===== src/hw/rtl/psl_pkg.sv =====
`default_nettype none

package psl_pkg;

	// field widths of the request and response channels
	localparam int CMD_W     = 3;
	localparam int POS_W     = 8;
	localparam int SYM_W     = 8;
	localparam int OUT_POS_W = 7;

	// default number of symbol slots
	localparam int CAPACITY_DEF = 64;

	// request codes
	typedef enum logic [CMD_W-1:0] {
		CMD_CLEAR  = 3'd0,
		CMD_INSERT = 3'd1,
		CMD_DELETE = 3'd2,
		CMD_FIND   = 3'd3,
		CMD_READ   = 3'd4
	} cmd_t;

	// sequencer states
	typedef enum logic [2:0] {
		S_IDLE,
		S_ALLOC,
		S_WALK,
		S_AT_NODE,
		S_INS_LINK,
		S_DEL_Q,
		S_DEL_FREE,
		S_DONE
	} state_t;

endpackage

`default_nettype wire


===== src/hw/rtl/psl_if.sv =====
`default_nettype none

// request channel
interface psl_req_if;
	import psl_pkg::*;

	logic             valid;
	logic             ready;
	logic [CMD_W-1:0] cmd;
	logic [POS_W-1:0] position;
	logic [SYM_W-1:0] symbol;

	modport source(output valid, cmd, position, symbol, input ready);
	modport sink(input valid, cmd, position, symbol, output ready);
endinterface

// response channel
interface psl_rsp_if;
	import psl_pkg::*;

	logic                 valid;
	logic                 ready;
	logic                 ok;
	logic [SYM_W-1:0]     symbol_out;
	logic [OUT_POS_W-1:0] position_out;
	logic [OUT_POS_W-1:0] list_length;

	modport source(output valid, ok, symbol_out, position_out, list_length, input ready);
	modport sink(input valid, ok, symbol_out, position_out, list_length, output ready);
endinterface

`default_nettype wire


===== src/hw/rtl/positional_symbol_list_top.sv =====
`default_nettype none

// Positional symbol list: an ordered list of up to CAPACITY byte symbols kept as a singly
// linked list in two synchronous memories (symbols and next links), with a free stack of
// released slots and a high-water mark for slots never used since the last clear, so clear
// takes constant time and no clearing pass is needed after reset. One request is in work at
// a time; the response sits in an output register so the next request is taken while it
// waits. Clear and rejected requests go straight to the response; a read, and an insert or
// delete past the front, walk the list to its position, and find walks until a match or the
// end of the list. The next request is taken in the cycle after the response is registered.
// The walk follows one link per cycle through the link memory read port.
module positional_symbol_list_top #(
	parameter int CAPACITY = psl_pkg::CAPACITY_DEF
) (
	input wire logic clk,
	input wire logic arst_n,
	psl_req_if.sink  req,
	psl_rsp_if.source rsp
);
	import psl_pkg::*;

	localparam int AW   = $clog2(CAPACITY);
	localparam int IW   = $clog2(CAPACITY + 1);
	localparam int CMPW = ((IW > POS_W) ? IW : POS_W) + 1;
	localparam logic [IW-1:0] NIL = IW'(CAPACITY);

	// control state
	state_t          state_q, state_d;
	logic [IW-1:0]   head_q, free_q, mark_q, count_q;
	logic            rsp_vld_q;

	// per-request working registers
	logic [CMD_W-1:0] cmd_q;
	logic [SYM_W-1:0] sym_q;
	logic [IW-1:0]    tgt_q, n_q, node_q, slot_q, q_q;
	logic             first_q, del_head_q;
	logic             have_s1;
	logic [IW-1:0]    pos_s1;
	logic             res_ok_q;
	logic [SYM_W-1:0] res_sym_q;
	logic [IW-1:0]    res_pos_q;

	// output register payload
	logic                 rsp_ok_q;
	logic [SYM_W-1:0]     rsp_sym_q;
	logic [OUT_POS_W-1:0] rsp_pos_q, rsp_len_q;

	// memory ports
	logic             rd_en;
	logic [AW-1:0]    rd_addr;
	logic             lwe, swe;
	logic [AW-1:0]    lwa, swa;
	logic [IW-1:0]    lwd;
	logic [SYM_W-1:0] swd;
	logic [IW-1:0]    link_rdata;
	logic [SYM_W-1:0] sym_rdata;

	// decode
	logic             accept, out_free;
	logic [CMPW-1:0]  pos_x, cnt_x;
	logic             rng_ok, ins_ok, pos_one;
	logic [IW-1:0]    walk_a, alloc_slot;
	logic             find_hit, at_tgt;

	assign accept   = req.valid && req.ready;
	assign out_free = !rsp_vld_q || rsp.ready;

	// range checks on the incoming position
	assign pos_x   = CMPW'(req.position);
	assign cnt_x   = CMPW'(count_q);
	assign rng_ok  = (pos_x != '0) && (pos_x <= cnt_x);
	assign ins_ok  = (pos_x != '0) && (pos_x <= cnt_x + CMPW'(1)) && (count_q != NIL);
	assign pos_one = (req.position == POS_W'(1));

	// walk pointer: head on the first step, then the link just read
	assign walk_a     = first_q ? head_q : link_rdata;
	assign find_hit   = have_s1 && (sym_rdata == sym_q);
	assign at_tgt     = (n_q == tgt_q);
	assign alloc_slot = (free_q != NIL) ? free_q : mark_q;

	psl_ram #(.DEPTH(CAPACITY), .WIDTH(IW)) u_link_ram (
		.clk   (clk),
		.we    (lwe),
		.waddr (lwa),
		.wdata (lwd),
		.re    (rd_en),
		.raddr (rd_addr),
		.rdata (link_rdata)
	);

	psl_ram #(.DEPTH(CAPACITY), .WIDTH(SYM_W)) u_sym_ram (
		.clk   (clk),
		.we    (swe),
		.waddr (swa),
		.wdata (swd),
		.re    (rd_en),
		.raddr (rd_addr),
		.rdata (sym_rdata)
	);

	// next state
	always_comb begin
		state_d = state_q;
		case (state_q)
			S_IDLE: begin
				if (accept) begin
					case (req.cmd)
						CMD_INSERT: state_d = ins_ok ? S_ALLOC : S_DONE;
						CMD_DELETE: state_d = !rng_ok ? S_DONE : (pos_one ? S_DEL_Q : S_WALK);
						CMD_FIND:   state_d = S_WALK;
						CMD_READ:   state_d = rng_ok ? S_WALK : S_DONE;
						default:    state_d = S_DONE;
					endcase
				end
			end
			S_ALLOC: begin
				state_d = (tgt_q == '0) ? S_DONE : S_WALK;
			end
			S_WALK: begin
				if (cmd_q == CMD_FIND) begin
					if (find_hit || walk_a == NIL) begin
						state_d = S_DONE;
					end
				end else if (at_tgt) begin
					state_d = S_AT_NODE;
				end
			end
			S_AT_NODE: begin
				case (cmd_q)
					CMD_INSERT: state_d = S_INS_LINK;
					CMD_DELETE: state_d = S_DEL_Q;
					default:    state_d = S_DONE;
				endcase
			end
			S_INS_LINK: state_d = S_DONE;
			S_DEL_Q:    state_d = S_DEL_FREE;
			S_DEL_FREE: state_d = S_DONE;
			S_DONE: begin
				if (out_free) begin
					state_d = S_IDLE;
				end
			end
			default: state_d = S_IDLE;
		endcase
	end

	// handshake and memory controls
	always_comb begin
		req.ready = (state_q == S_IDLE);
		rd_en     = 1'b0;
		rd_addr   = '0;
		lwe       = 1'b0;
		lwa       = '0;
		lwd       = '0;
		swe       = 1'b0;
		swa       = '0;
		swd       = sym_q;
		case (state_q)
			S_IDLE: begin
				// prefetch the free stack link or the head node
				if (accept && req.cmd == CMD_INSERT && free_q != NIL) begin
					rd_en   = 1'b1;
					rd_addr = free_q[AW-1:0];
				end else if (accept && req.cmd == CMD_DELETE && rng_ok && pos_one) begin
					rd_en   = 1'b1;
					rd_addr = head_q[AW-1:0];
				end
			end
			S_ALLOC: begin
				swe = 1'b1;
				swa = alloc_slot[AW-1:0];
				if (tgt_q == '0) begin
					lwe = 1'b1;
					lwa = alloc_slot[AW-1:0];
					lwd = head_q;
				end
			end
			S_WALK: begin
				if (!(cmd_q == CMD_FIND && find_hit) && walk_a != NIL) begin
					rd_en   = 1'b1;
					rd_addr = walk_a[AW-1:0];
				end
			end
			S_AT_NODE: begin
				if (cmd_q == CMD_INSERT) begin
					lwe = 1'b1;
					lwa = slot_q[AW-1:0];
					lwd = link_rdata;
				end else if (cmd_q == CMD_DELETE) begin
					rd_en   = 1'b1;
					rd_addr = link_rdata[AW-1:0];
				end
			end
			S_INS_LINK: begin
				lwe = 1'b1;
				lwa = node_q[AW-1:0];
				lwd = slot_q;
			end
			S_DEL_Q: begin
				if (!del_head_q) begin
					lwe = 1'b1;
					lwa = node_q[AW-1:0];
					lwd = link_rdata;
				end
			end
			S_DEL_FREE: begin
				lwe = 1'b1;
				lwa = q_q[AW-1:0];
				lwd = free_q;
			end
			default: ;
		endcase
	end

	// list bookkeeping and output valid
	always_ff @(posedge clk or negedge arst_n) begin
		if (!arst_n) begin
			state_q   <= S_IDLE;
			head_q    <= NIL;
			free_q    <= NIL;
			mark_q    <= '0;
			count_q   <= '0;
			rsp_vld_q <= 1'b0;
		end else begin
			state_q <= state_d;
			case (state_q)
				S_IDLE: begin
					if (accept && req.cmd == CMD_CLEAR) begin
						head_q  <= NIL;
						free_q  <= NIL;
						mark_q  <= '0;
						count_q <= '0;
					end
				end
				S_ALLOC: begin
					// pop the free stack, else take a never-used slot
					if (free_q != NIL) begin
						free_q <= link_rdata;
					end else begin
						mark_q <= mark_q + IW'(1);
					end
					if (tgt_q == '0) begin
						head_q  <= alloc_slot;
						count_q <= count_q + IW'(1);
					end
				end
				S_INS_LINK: count_q <= count_q + IW'(1);
				S_DEL_Q: begin
					if (del_head_q) begin
						head_q <= link_rdata;
					end
				end
				S_DEL_FREE: begin
					free_q  <= q_q;
					count_q <= count_q - IW'(1);
				end
				default: ;
			endcase
			if (state_q == S_DONE && out_free) begin
				rsp_vld_q <= 1'b1;
			end else if (rsp.ready) begin
				rsp_vld_q <= 1'b0;
			end
		end
	end

	// per-request working registers
	always_ff @(posedge clk) begin
		case (state_q)
			S_IDLE: begin
				if (accept) begin
					cmd_q      <= req.cmd;
					sym_q      <= req.symbol;
					first_q    <= 1'b1;
					have_s1    <= 1'b0;
					n_q        <= IW'(1);
					del_head_q <= pos_one;
					q_q        <= head_q;
					res_ok_q   <= (req.cmd == CMD_CLEAR);
					res_sym_q  <= '0;
					res_pos_q  <= '0;
					if (req.cmd == CMD_READ) begin
						tgt_q <= IW'(req.position);
					end else begin
						tgt_q <= IW'(req.position - POS_W'(1));
					end
				end
			end
			S_ALLOC: begin
				slot_q <= alloc_slot;
				if (tgt_q == '0) begin
					res_ok_q <= 1'b1;
				end
			end
			S_WALK: begin
				if (cmd_q == CMD_FIND) begin
					if (find_hit) begin
						res_ok_q  <= 1'b1;
						res_pos_q <= pos_s1;
					end else if (walk_a != NIL) begin
						have_s1 <= 1'b1;
						pos_s1  <= n_q;
						n_q     <= n_q + IW'(1);
						first_q <= 1'b0;
					end
				end else if (at_tgt) begin
					node_q <= walk_a;
				end else begin
					n_q     <= n_q + IW'(1);
					first_q <= 1'b0;
				end
			end
			S_AT_NODE: begin
				if (cmd_q == CMD_DELETE) begin
					q_q <= link_rdata;
				end else if (cmd_q == CMD_READ) begin
					res_ok_q  <= 1'b1;
					res_sym_q <= sym_rdata;
				end
			end
			S_INS_LINK: res_ok_q <= 1'b1;
			S_DEL_Q:    res_sym_q <= sym_rdata;
			S_DEL_FREE: res_ok_q <= 1'b1;
			default: ;
		endcase
	end

	// output register payload
	always_ff @(posedge clk) begin
		if (state_q == S_DONE && out_free) begin
			rsp_ok_q  <= res_ok_q;
			rsp_sym_q <= res_sym_q;
			rsp_pos_q <= OUT_POS_W'(res_pos_q);
			rsp_len_q <= OUT_POS_W'(count_q);
		end
	end

	assign rsp.valid        = rsp_vld_q;
	assign rsp.ok           = rsp_ok_q;
	assign rsp.symbol_out   = rsp_sym_q;
	assign rsp.position_out = rsp_pos_q;
	assign rsp.list_length  = rsp_len_q;

	// checks
	a_count_bound: assert property (@(posedge clk) disable iff (!arst_n)
		count_q <= NIL)
		else $error("symbol count above capacity");

	a_mark_cover: assert property (@(posedge clk) disable iff (!arst_n)
		mark_q >= count_q)
		else $error("more symbols held than slots ever handed out");

	// head and count settle together once a request is finished
	a_empty_head: assert property (@(posedge clk) disable iff (!arst_n)
		(state_q == S_IDLE) |-> ((count_q == '0) == (head_q == NIL)))
		else $error("head pointer disagrees with symbol count");

	a_clear_done: assert property (@(posedge clk) disable iff (!arst_n)
		(accept && req.cmd == CMD_CLEAR) |=>
			(state_q == S_DONE && res_ok_q && count_q == '0 && head_q == NIL))
		else $error("clear did not empty the list");

endmodule

`default_nettype wire


===== src/hw/rtl/psl_ram.sv =====
`default_nettype none

// single-port-write, single-port-read memory with registered read data
module psl_ram #(
	parameter int DEPTH = 64,
	parameter int WIDTH = 8
) (
	input  wire logic                     clk,
	input  wire logic                     we,
	input  wire logic [$clog2(DEPTH)-1:0] waddr,
	input  wire logic [WIDTH-1:0]         wdata,
	input  wire logic                     re,
	input  wire logic [$clog2(DEPTH)-1:0] raddr,
	output logic      [WIDTH-1:0]         rdata
);

	logic [WIDTH-1:0] mem [DEPTH];

	// write port
	always_ff @(posedge clk) begin
		if (we) begin
			mem[waddr] <= wdata;
		end
	end

	// registered read port
	always_ff @(posedge clk) begin
		if (re) begin
			rdata <= mem[raddr];
		end
	end

endmodule

`default_nettype wire

===== src/flat_wrapper.sv =====
// flat-port wrapper written by rule: the top's interface ports become plain ports
module positional_symbol_list_top_flat import psl_pkg::*;
#(
	parameter int CAPACITY = psl_pkg::CAPACITY_DEF
)
  (clk, arst_n, req_valid, req_cmd, req_position, req_symbol, req_ready, rsp_valid, rsp_ok, rsp_symbol_out, rsp_position_out, rsp_list_length, rsp_ready);
  psl_req_if req_i ();
  psl_rsp_if rsp_i ();
  input wire logic clk;
  input wire logic arst_n;
  input wire logic [$bits(req_i.valid)-1:0] req_valid;
  input wire logic [$bits(req_i.cmd)-1:0] req_cmd;
  input wire logic [$bits(req_i.position)-1:0] req_position;
  input wire logic [$bits(req_i.symbol)-1:0] req_symbol;
  output wire logic [$bits(req_i.ready)-1:0] req_ready;
  output wire logic [$bits(rsp_i.valid)-1:0] rsp_valid;
  output wire logic [$bits(rsp_i.ok)-1:0] rsp_ok;
  output wire logic [$bits(rsp_i.symbol_out)-1:0] rsp_symbol_out;
  output wire logic [$bits(rsp_i.position_out)-1:0] rsp_position_out;
  output wire logic [$bits(rsp_i.list_length)-1:0] rsp_list_length;
  input wire logic [$bits(rsp_i.ready)-1:0] rsp_ready;
  assign req_i.valid = req_valid;
  assign req_i.cmd = req_cmd;
  assign req_i.position = req_position;
  assign req_i.symbol = req_symbol;
  assign req_ready = req_i.ready;
  assign rsp_valid = rsp_i.valid;
  assign rsp_ok = rsp_i.ok;
  assign rsp_symbol_out = rsp_i.symbol_out;
  assign rsp_position_out = rsp_i.position_out;
  assign rsp_list_length = rsp_i.list_length;
  assign rsp_i.ready = rsp_ready;
  positional_symbol_list_top #(.CAPACITY(CAPACITY)) u_core (.clk(clk), .arst_n(arst_n), .req(req_i), .rsp(rsp_i));
endmodule

===== config.mk =====
export PLATFORM = sky130hd
export DESIGN_NAME = positional_symbol_list_top_flat
export DESIGN_NICKNAME = d
export VERILOG_FILES = /design/src/hw/rtl/psl_pkg.sv /design/src/hw/rtl/psl_if.sv /design/src/hw/rtl/positional_symbol_list_top.sv /design/src/hw/rtl/psl_ram.sv /design/src/flat_wrapper.sv
export SDC_FILE = /design/constraint.sdc
export NUM_CORES = 1
export LEC_CHECK = 0
export BUFFER_PORTS_ARGS = -buffer_cell sky130_fd_sc_hd__buf_2
export CORE_AREA = 3 3 293 295
export CTS_CLUSTER_DIAMETER = 200
export DETAILED_ROUTE_END_ITERATION = 7
export DIE_AREA = 0 0 296 298
export HOLD_SLACK_MARGIN = 0.08
export PLACE_DENSITY = 0.76
export REMOVE_ABC_BUFFERS = 1
export SLEW_MARGIN = 40
export SYNTH_ARGS = -nofsm -noshare
export SYNTH_HDL_FRONTEND = slang
export SYNTH_SLANG_ARGS = --single-unit

===== constraint.sdc =====
create_clock -name clk -period 7.1 [get_ports clk]
set_clock_uncertainty 0.2 [all_clocks]
set_input_delay 0 -clock clk [delete_from_list [all_inputs] [get_ports clk]]
set_output_delay 0 -clock clk [all_outputs]
set_load 0.02 [all_outputs]

==> results.sh, run 1 <==
export IMPL_run_status="finished, final reports clean"
export IMPL_placed_area_um2=46500
export IMPL_max_freq_mhz=184
export IMPL_ys_async_sr_fraction=0.0291
export IMPL_finalSetupViolations=0
export IMPL_rrSetupSlack_ns=1.66
export IMPL_max_stage_delay_ns=0.88
export IMPL_dieArea_um2=88200
export IMPL_fin_crit_sh=0.766
export IMPL_ios=48
export IMPL_worst_hold_slack_ns=0.209
export IMPL_postCtsResizedCells=0
export IMPL_p_leak_nw=16.5
export IMPL_vias=28000
export IMPL_postSynthCellCount=3094
export IMPL_grt_max_degree=105
export IMPL_numCtsBuffers=105
export IMPL_synth_yosys_seq_area_share=0.730
export IMPL_layout_drive_gt1_share=0.108
export IMPL_worstHoldPathType="in2reg"
export IMPL_drc=0
export IMPL_hold_viol_final=0
export IMPL_die_w_um=296
export IMPL_syn_cell_area_um2=45100
export IMPL_crit_fanout=72
export IMPL_vias_per_cell=6.46
export IMPL_tightest_slew_ns=0.967
export IMPL_wl_met2_um=54700
export IMPL_grtUsageTotal=0.261
export IMPL_post_route_util=0.604
export IMPL_h_tree_depth=3
export IMPL_synth_top_area_share=0.712
export IMPL_rsz0062_at_grt="no"
export IMPL_synth_top_area_cell="edfxtp_1"
export IMPL_clkLatencyLatePin_ns=0.67
export IMPL_p_per_area_nw_per_um2=375
export IMPL_holdCritStartpoint="req_position[0]"
export IMPL_endpoint_kind="flip-flop"
export IMPL_wl_met1_um=44500
export IMPL_grt_pass1_vias=27800
export IMPL_top_layer="met5"
export IMPL_core_area_um2=83400
export IMPL_r2r_cells=9
export IMPL_peakVddDrop_v=0.000227
export IMPL_antenna_found_initial=2
export IMPL_synth_edff_count=1069
export IMPL_fin_area_um2=50400
export IMPL_clock_sinks=1101
export IMPL_drt_iter0_markers=3718
export IMPL_r2r_start="u_core.state_q[0]"
export IMPL_slew_violations=0
export IMPL_wl_per_cell_um=26.8
export IMPL_required_ns=7.28
export IMPL_clk_pin_slew_worst_paths_ns=0.06
export IMPL_syn2layout_area_growth_pct=11.8
export IMPL_fp_row_count=106
export IMPL_min_delay_path_depth=4
export IMPL_holdPathEnd="u_core.tgt_q[0]"
export IMPL_timing_rr_end="u_core.u_link_ram.rdata[6]"
export IMPL_hpwl_um=71700
export IMPL_drt_first_pass_iters=6
export IMPL_n_antenna_cell=0
export IMPL_ant_nets=0
export IMPL_io_buffers=47
export IMPL_path_class="reg2reg"
export IMPL_start_util=0.541
export IMPL_grt_overflow=0
export IMPL_yosysWarnings=0
export IMPL_fillers=5931
export IMPL_critPathSlowestCell="dfrtp_1"
export IMPL_gp_congestion=0.954
export IMPL_postCtsHoldBufs=44
export IMPL_cp_start_kind="flip-flop"
export IMPL_avgSynthCellArea_um2=14.6
export IMPL_maxCapViolCount=0
export IMPL_ys_types=76
export IMPL_cp_arrival_ns=5.62
export IMPL_synth_seq_cells=1101
export IMPL_worstPathCellList="nand3b_1 > nor4b_4 > a32oi_2 > and2_4 > buf_4 > nand3_1 > o22ai_1 > o41ai_1 > nand4_1"
export IMPL_cts_tree="built"
export IMPL_slew_limit_headroom=0.347
export IMPL_root_buffer="clkbuf_16"
export IMPL_routed_wl_met3_um=12700
export IMPL_cts_buffer_depth=3
export IMPL_period_needed_ns=5.44
export IMPL_routed_wl_um=116000
export IMPL_die_h_um=298
export IMPL_synthFlopType="edfxtp_1"
export IMPL_grt_pass1_wl_um=174000
export IMPL_final_nets=3225
export IMPL_cts_setup_buffers=0
export IMPL_synth_area_leaders="edfxtp_1 (71%), mux2i_1 (5.2%), nand2_1 (3.5%)"
cell usage after synthesis, drive strengths merged, types with 5 or more instances:
master and n:
mux2 28, o41ai 28, ha 26, a21o 50
nand3 77, nor2 200, a21oi 212, nor2b 10
xor2 18, clkbuf 65, o22ai 73, mux2i 235
o31a 15, and2 29, nand4 35, a221oi 44
a211oi 31, inv 28, nor4 7, buf 101
a31oi 20, edfxtp 1069, o21ai 60, nand2 417
xnor2 24, a32oi 42, nand2b 6, nor3 13
a22oi 25, or4 5, dfrtp 30, a22o 11
and3 5
cells in the final DEF, fill, tap and decap left out, types with 47 or more instances in the layout:
cell,netlist,final
nand3_1,73,71
nand2_1,416,415
o22ai_1,73,73
a21oi_1,211,206
edfxtp_1,1069,1069
buf_2,65,47
a21o_1,49,49
o21ai_0,60,53
mux2i_1,235,235
nor2_1,200,182
clkbuf_16,0,106
sequential cells by signal, summed over array words and instances (netlist names), 8 cells and up:
signal	flops
u_core.rsp.symbol_out	8
u_core.u_sym_ram.mem	512
u_core.u_sym_ram.rdata	8
u_core.res_sym_q	8
u_core.u_link_ram.mem	448
u_core.swd	8
power breakdown:
part	switching (mW)	total (mW)	internal (mW)
clock network	2.33	5.42	3.09
registers	0.424	8.44	8.02
logic	3.56	5.04	1.48
metrics by stage:
step                power, mW  cells  setup slack, ns  setup TNS [ns]
floorplan                11.6   2928           -0.396           -5.16
global placement         13.2   4101             1.73               0
detailed placement       13.4   4101             1.66               0
CTS                      18.8   4331             1.63               0
global route             19.6   4334             1.38               0
finish                   18.9   4334             1.66               0
final cells by class:
class / count / area [µm²] / share of cell area
inverter: 28 / 108 / 0.00213
multi-input combinational: 1799 / 11600 / 0.230
clock inverter: 61 / 572 / 0.0113
timing repair buffer: 140 / 1150 / 0.0228
clock buffer: 125 / 2720 / 0.0540
sequential: 1101 / 32900 / 0.653
tap: 1080 / 1350 / 0.0268
critical path: cells and delay by family, from the launching register on:
family | cells | cell delay [ns]
compound gates | 3 | 1.19
simple gates | 5 | 2.37
flops | 1 | 0.88
buf+inv | 1 | 0.44
per-layer routing:
metal	vias to the layer above	GRT usage
li1	12100	-
met1	13900	0.356
met2	1738	0.411
met3	283	0.0596
met4	2	0.103
met5	-	0
cell families (layout without fill, tap and decap cells):
group / count (synthesis) / count (layout) / synth area share
xor gates and xnor gates: 42 / 42 / 0.00816
and+or+nand+nor: 828 / 828 / 0.0816
AOI/OAI and AO/OA: 639 / 639 / 0.0942
muxes: 263 / 263 / 0.0592
buffers and inverters: 194 / 354 / 0.0195
adders and majority gates: 27 / 27 / 0.00766
DFF: 1101 / 1101 / 0.730
how the worst max path moves through the flow:
stage	slack, ns	endpoint	from	cells past startpoint
2_1_floorplan	-0.40	u_core.u_link_ram.rdata[1]	u_core.swd[4]	10
3_3_place_gp	1.73	u_core.u_link_ram.rdata[5]	u_core.state_q[1]	9
3_5_place_dp	1.66	u_core.u_sym_ram.rdata[0]	u_core.state_q[1]	10
4_1_cts	1.63	u_core.u_sym_ram.rdata[0]	u_core.state_q[1]	10
5_1_grt	1.38	u_core.u_sym_ram.rdata[0]	u_core.state_q[0]	10
6_report	1.66	u_core.u_link_ram.rdata[6]	u_core.state_q[0]	9
No activity file was read; power rests on OpenSTA's default activity.
==> inputs of run 2 (changes only) <==
--- a/config.mk
+++ b/config.mk
@@ -11,7 +11,7 @@
 export DETAILED_ROUTE_END_ITERATION = 7
 export DIE_AREA = 0 0 296 298
 export HOLD_SLACK_MARGIN = 0.08
-export PLACE_DENSITY = 0.76
+export PLACE_DENSITY = 0.78
 export REMOVE_ABC_BUFFERS = 1
 export SLEW_MARGIN = 40
 export SYNTH_ARGS = -nofsm -noshare
==> constraint.sdc (replaced) <==
create_clock -name clk -period 4.48 [get_ports clk]
set_clock_uncertainty 0.2 [all_clocks]
set_input_delay 0 -clock clk [delete_from_list [all_inputs] [get_ports clk]]
set_output_delay 0 -clock clk [all_outputs]
set_load 0.02 [all_outputs]
==> run 2 against run 1 <==
Global-route usage is 0.45 points lower. Cell count is 3.6% higher. Die area stayed put. Design area is 2.5% higher. Non-clock buffer count is 147 higher. Power is 60% higher. Critical endpoint is now u_core.u_sym_ram.rdata[2]. Via count is 1.2% higher. Sequential share of layout area is 1.6 points lower. Critical path type unchanged. Worst hold slack better by 0.0068 ns. First-iteration DRC count is 6.4% higher. Sequential cell count stayed put.
==> results.sh, run 2 (synthesis gave the netlist of run 1 again) <==
export IMPL_maxCapViolCount=0
export IMPL_tightest_slew_ns=0.894
export IMPL_path_class="reg2reg"
export IMPL_final_nets=3374
export IMPL_drt_first_pass_iters=6
export IMPL_max_stage_delay_ns=0.55
export IMPL_grt_max_degree=65
export IMPL_run_status="finished, final reports clean"
export IMPL_critPathSlowestCell="dfrtp_1"
export IMPL_gp_congestion=0.947
export IMPL_core_area_um2=83400
export IMPL_hold_viol_final=0
export IMPL_p_total_mw=30.3
export IMPL_syn2layout_area_growth_pct=14.6
export IMPL_finalSetupViolations=0
export IMPL_cp_top_family="compound AO/OA/AOI/OAI gates"
export IMPL_cts_tree="built"
export IMPL_path_buf_inv=5
export IMPL_fin_crit_sh=0.972
export IMPL_reg_largest_list="u_core.u_sym_ram.mem: 512 flops, u_core.u_link_ram.mem: 448 flops"
export IMPL_grt_pass1_vias=27600
export IMPL_fin_area_um2=51700
export IMPL_vias=28300
export IMPL_ant_nets=0
export IMPL_placed_area_um2=47800
export IMPL_clkPwrFrac=0.277
export IMPL_drc=0
export IMPL_fp_row_count=106
export IMPL_required_ns=4.84
export IMPL_slew_limit_headroom=0.396
export IMPL_vias_per_cell=6.31
export IMPL_start_util=0.541
export IMPL_p_leak_nw=17.3
export IMPL_p_switching_mw=10.1
export IMPL_dieArea_um2=88200
export IMPL_combPwrFrac=0.289
export IMPL_slew_violations=0
export IMPL_routed_wl_um=115000
export IMPL_period_needed_ns=4.36
export IMPL_hpwl_um=72700
export IMPL_worstPathCellList="buf_4 > inv_2 > or3_1 > inv_4 > a22o_1 > nand2_1 > o211ai_1 > nand2_1 > buf_4 > buf_4 > a221oi_1 > o41ai_2 > nand4_1"
export IMPL_grt_pass1_wl_um=171000
export IMPL_p_int_mw=20.2
export IMPL_cp_arrival_ns=4.71
export IMPL_root_buffer="clkbuf_16"
export IMPL_crit_fanout=17
export IMPL_cp_start_kind="flip-flop"
export IMPL_wl_per_cell_um=25.5
export IMPL_top_register="u_core.u_sym_ram.mem"
export IMPL_seqPwrFrac=0.434
export IMPL_drt_iter0_markers=3956
export IMPL_peakVddDrop_v=0.000370
export IMPL_crit_path_frequent_cell="buf_4"
export IMPL_grtUsageTotal=0.257
export IMPL_mostFrequentLayoutCell="edfxtp_1"
export IMPL_worstHoldPathType="in2reg"
export IMPL_largest_reg_flops=512
export IMPL_antenna_found_initial=1
export IMPL_layout_drive_gt1_share=0.141
export IMPL_ios=48
export IMPL_h_tree_depth=3
export IMPL_cts_buffer_depth=3
export IMPL_final_cell_mix="edfxtp_1 (1069), nand2_1 (415), mux2i_1 (235)"
export IMPL_die_w_um=296
export IMPL_die_h_um=298
export IMPL_p_per_area_nw_per_um2=586
export IMPL_p_sw_frac=0.334
export IMPL_io_buffers=47
export IMPL_clock_sinks=1101
export IMPL_rsz0062_at_grt="yes"
export IMPL_grt_overflow=0
export IMPL_endpoint_kind="flip-flop"
export IMPL_clk_pin_slew_worst_paths_ns=0.06
export IMPL_clkLatencyLatePin_ns=0.69
export IMPL_numCtsBuffers=107
export IMPL_max_freq_mhz=230
==> run 2: per-layer routing <==
metal,vias to the layer above,share of wire,GRT usage
met5,-,0,0
met4,0,0.041,0.103
met3,286,0.10,0.0449
met2,1771,0.48,0.411
met1,13900,0.38,0.352
li1,12400,-,-
==> run 2: worst register-to-register path, delay by kind of cell, from the launching register on <==
kind	cells	cell delay [ns]
compound gates	4	1.27
simple gates	4	1.13
buf+inv	5	1.09
flops	1	0.55
==> run 2: path summary, 6_finish.rpt <==
kind / depth (start not counted) / slack [ns] / from / endpoint
max reg2reg: 13 / 0.12 / u_core.state_q[1] / u_core.u_sym_ram.rdata[2]
min: 4 / 0.22 / req_position[0] / u_core.tgt_q[0]
max in group asynchronous: 4 / 3.59 / arst_n / u_core.head_q[0]
min reg2reg: 0 / 0.22 / u_core.res_pos_q[4] / u_core.rsp.position_out[4]
min in group asynchronous: 3 / 0.28 / arst_n / u_core.free_q[6]
max: 13 / 0.12 / u_core.state_q[1] / u_core.u_sym_ram.rdata[2]
==> run 2: area by class of cell <==
type	instances	area, µm²
Sequential cell	1101	32900
Tap cell	1080	1350
Clock buffer	131	2810
Clock inverter	64	453
Timing Repair Buffer	287	2500
Antenna cell	1	2.50
Fill cell	5856	31700
Multi-Input combinational cell	1799	11600
Inverter	28	108
==> run 2: timing repair <==
| action | 4_1_cts | 5_1_grt |
|---|---|---|
| resized for setup | 3 | 8 |
| hold buffers | 45 | 0 |
| endpoints found under the setup margin | 3 | 16 |
| pin swaps | 0 | 1 |
| setup buffers | 0 | 1 |
| endpoints found under the hold margin | 132 | 0 |
==> run 2: stage by stage <==
step / worst slack [ns] / setup TNS (ns) / std cells / utilization / hold slack, ns
3_5_place_dp: -0.0783 / -0.144 / 4248 / 0.574 / -0.0646
6_report: 0.125 / 0 / 4491 / 0.620 / 0.216
2_1_floorplan: -3.02 / -44.46 / 2928 / - / -0.496
5_1_grt: -0.0149 / -0.0812 / 4490 / 0.620 / 0.216
3_3_place_gp: -0.000966 / -0.000966 / 4243 / 0.572 / -0.0633
4_1_cts: 0.00943 / 0 / 4488 / 0.618 / 0.183
==> run 2: power by group through the flow <==
stage	registers (mW)	clock network (mW)	logic, mW
after CTS	13.1	8.42	8.55
after detailed placement	13.3	0	8.43
final	13.1	8.39	8.74
after global placement	13.3	0	8.14
after global routing	13.2	8.89	9.30
after floorplan	13.5	0	4.94
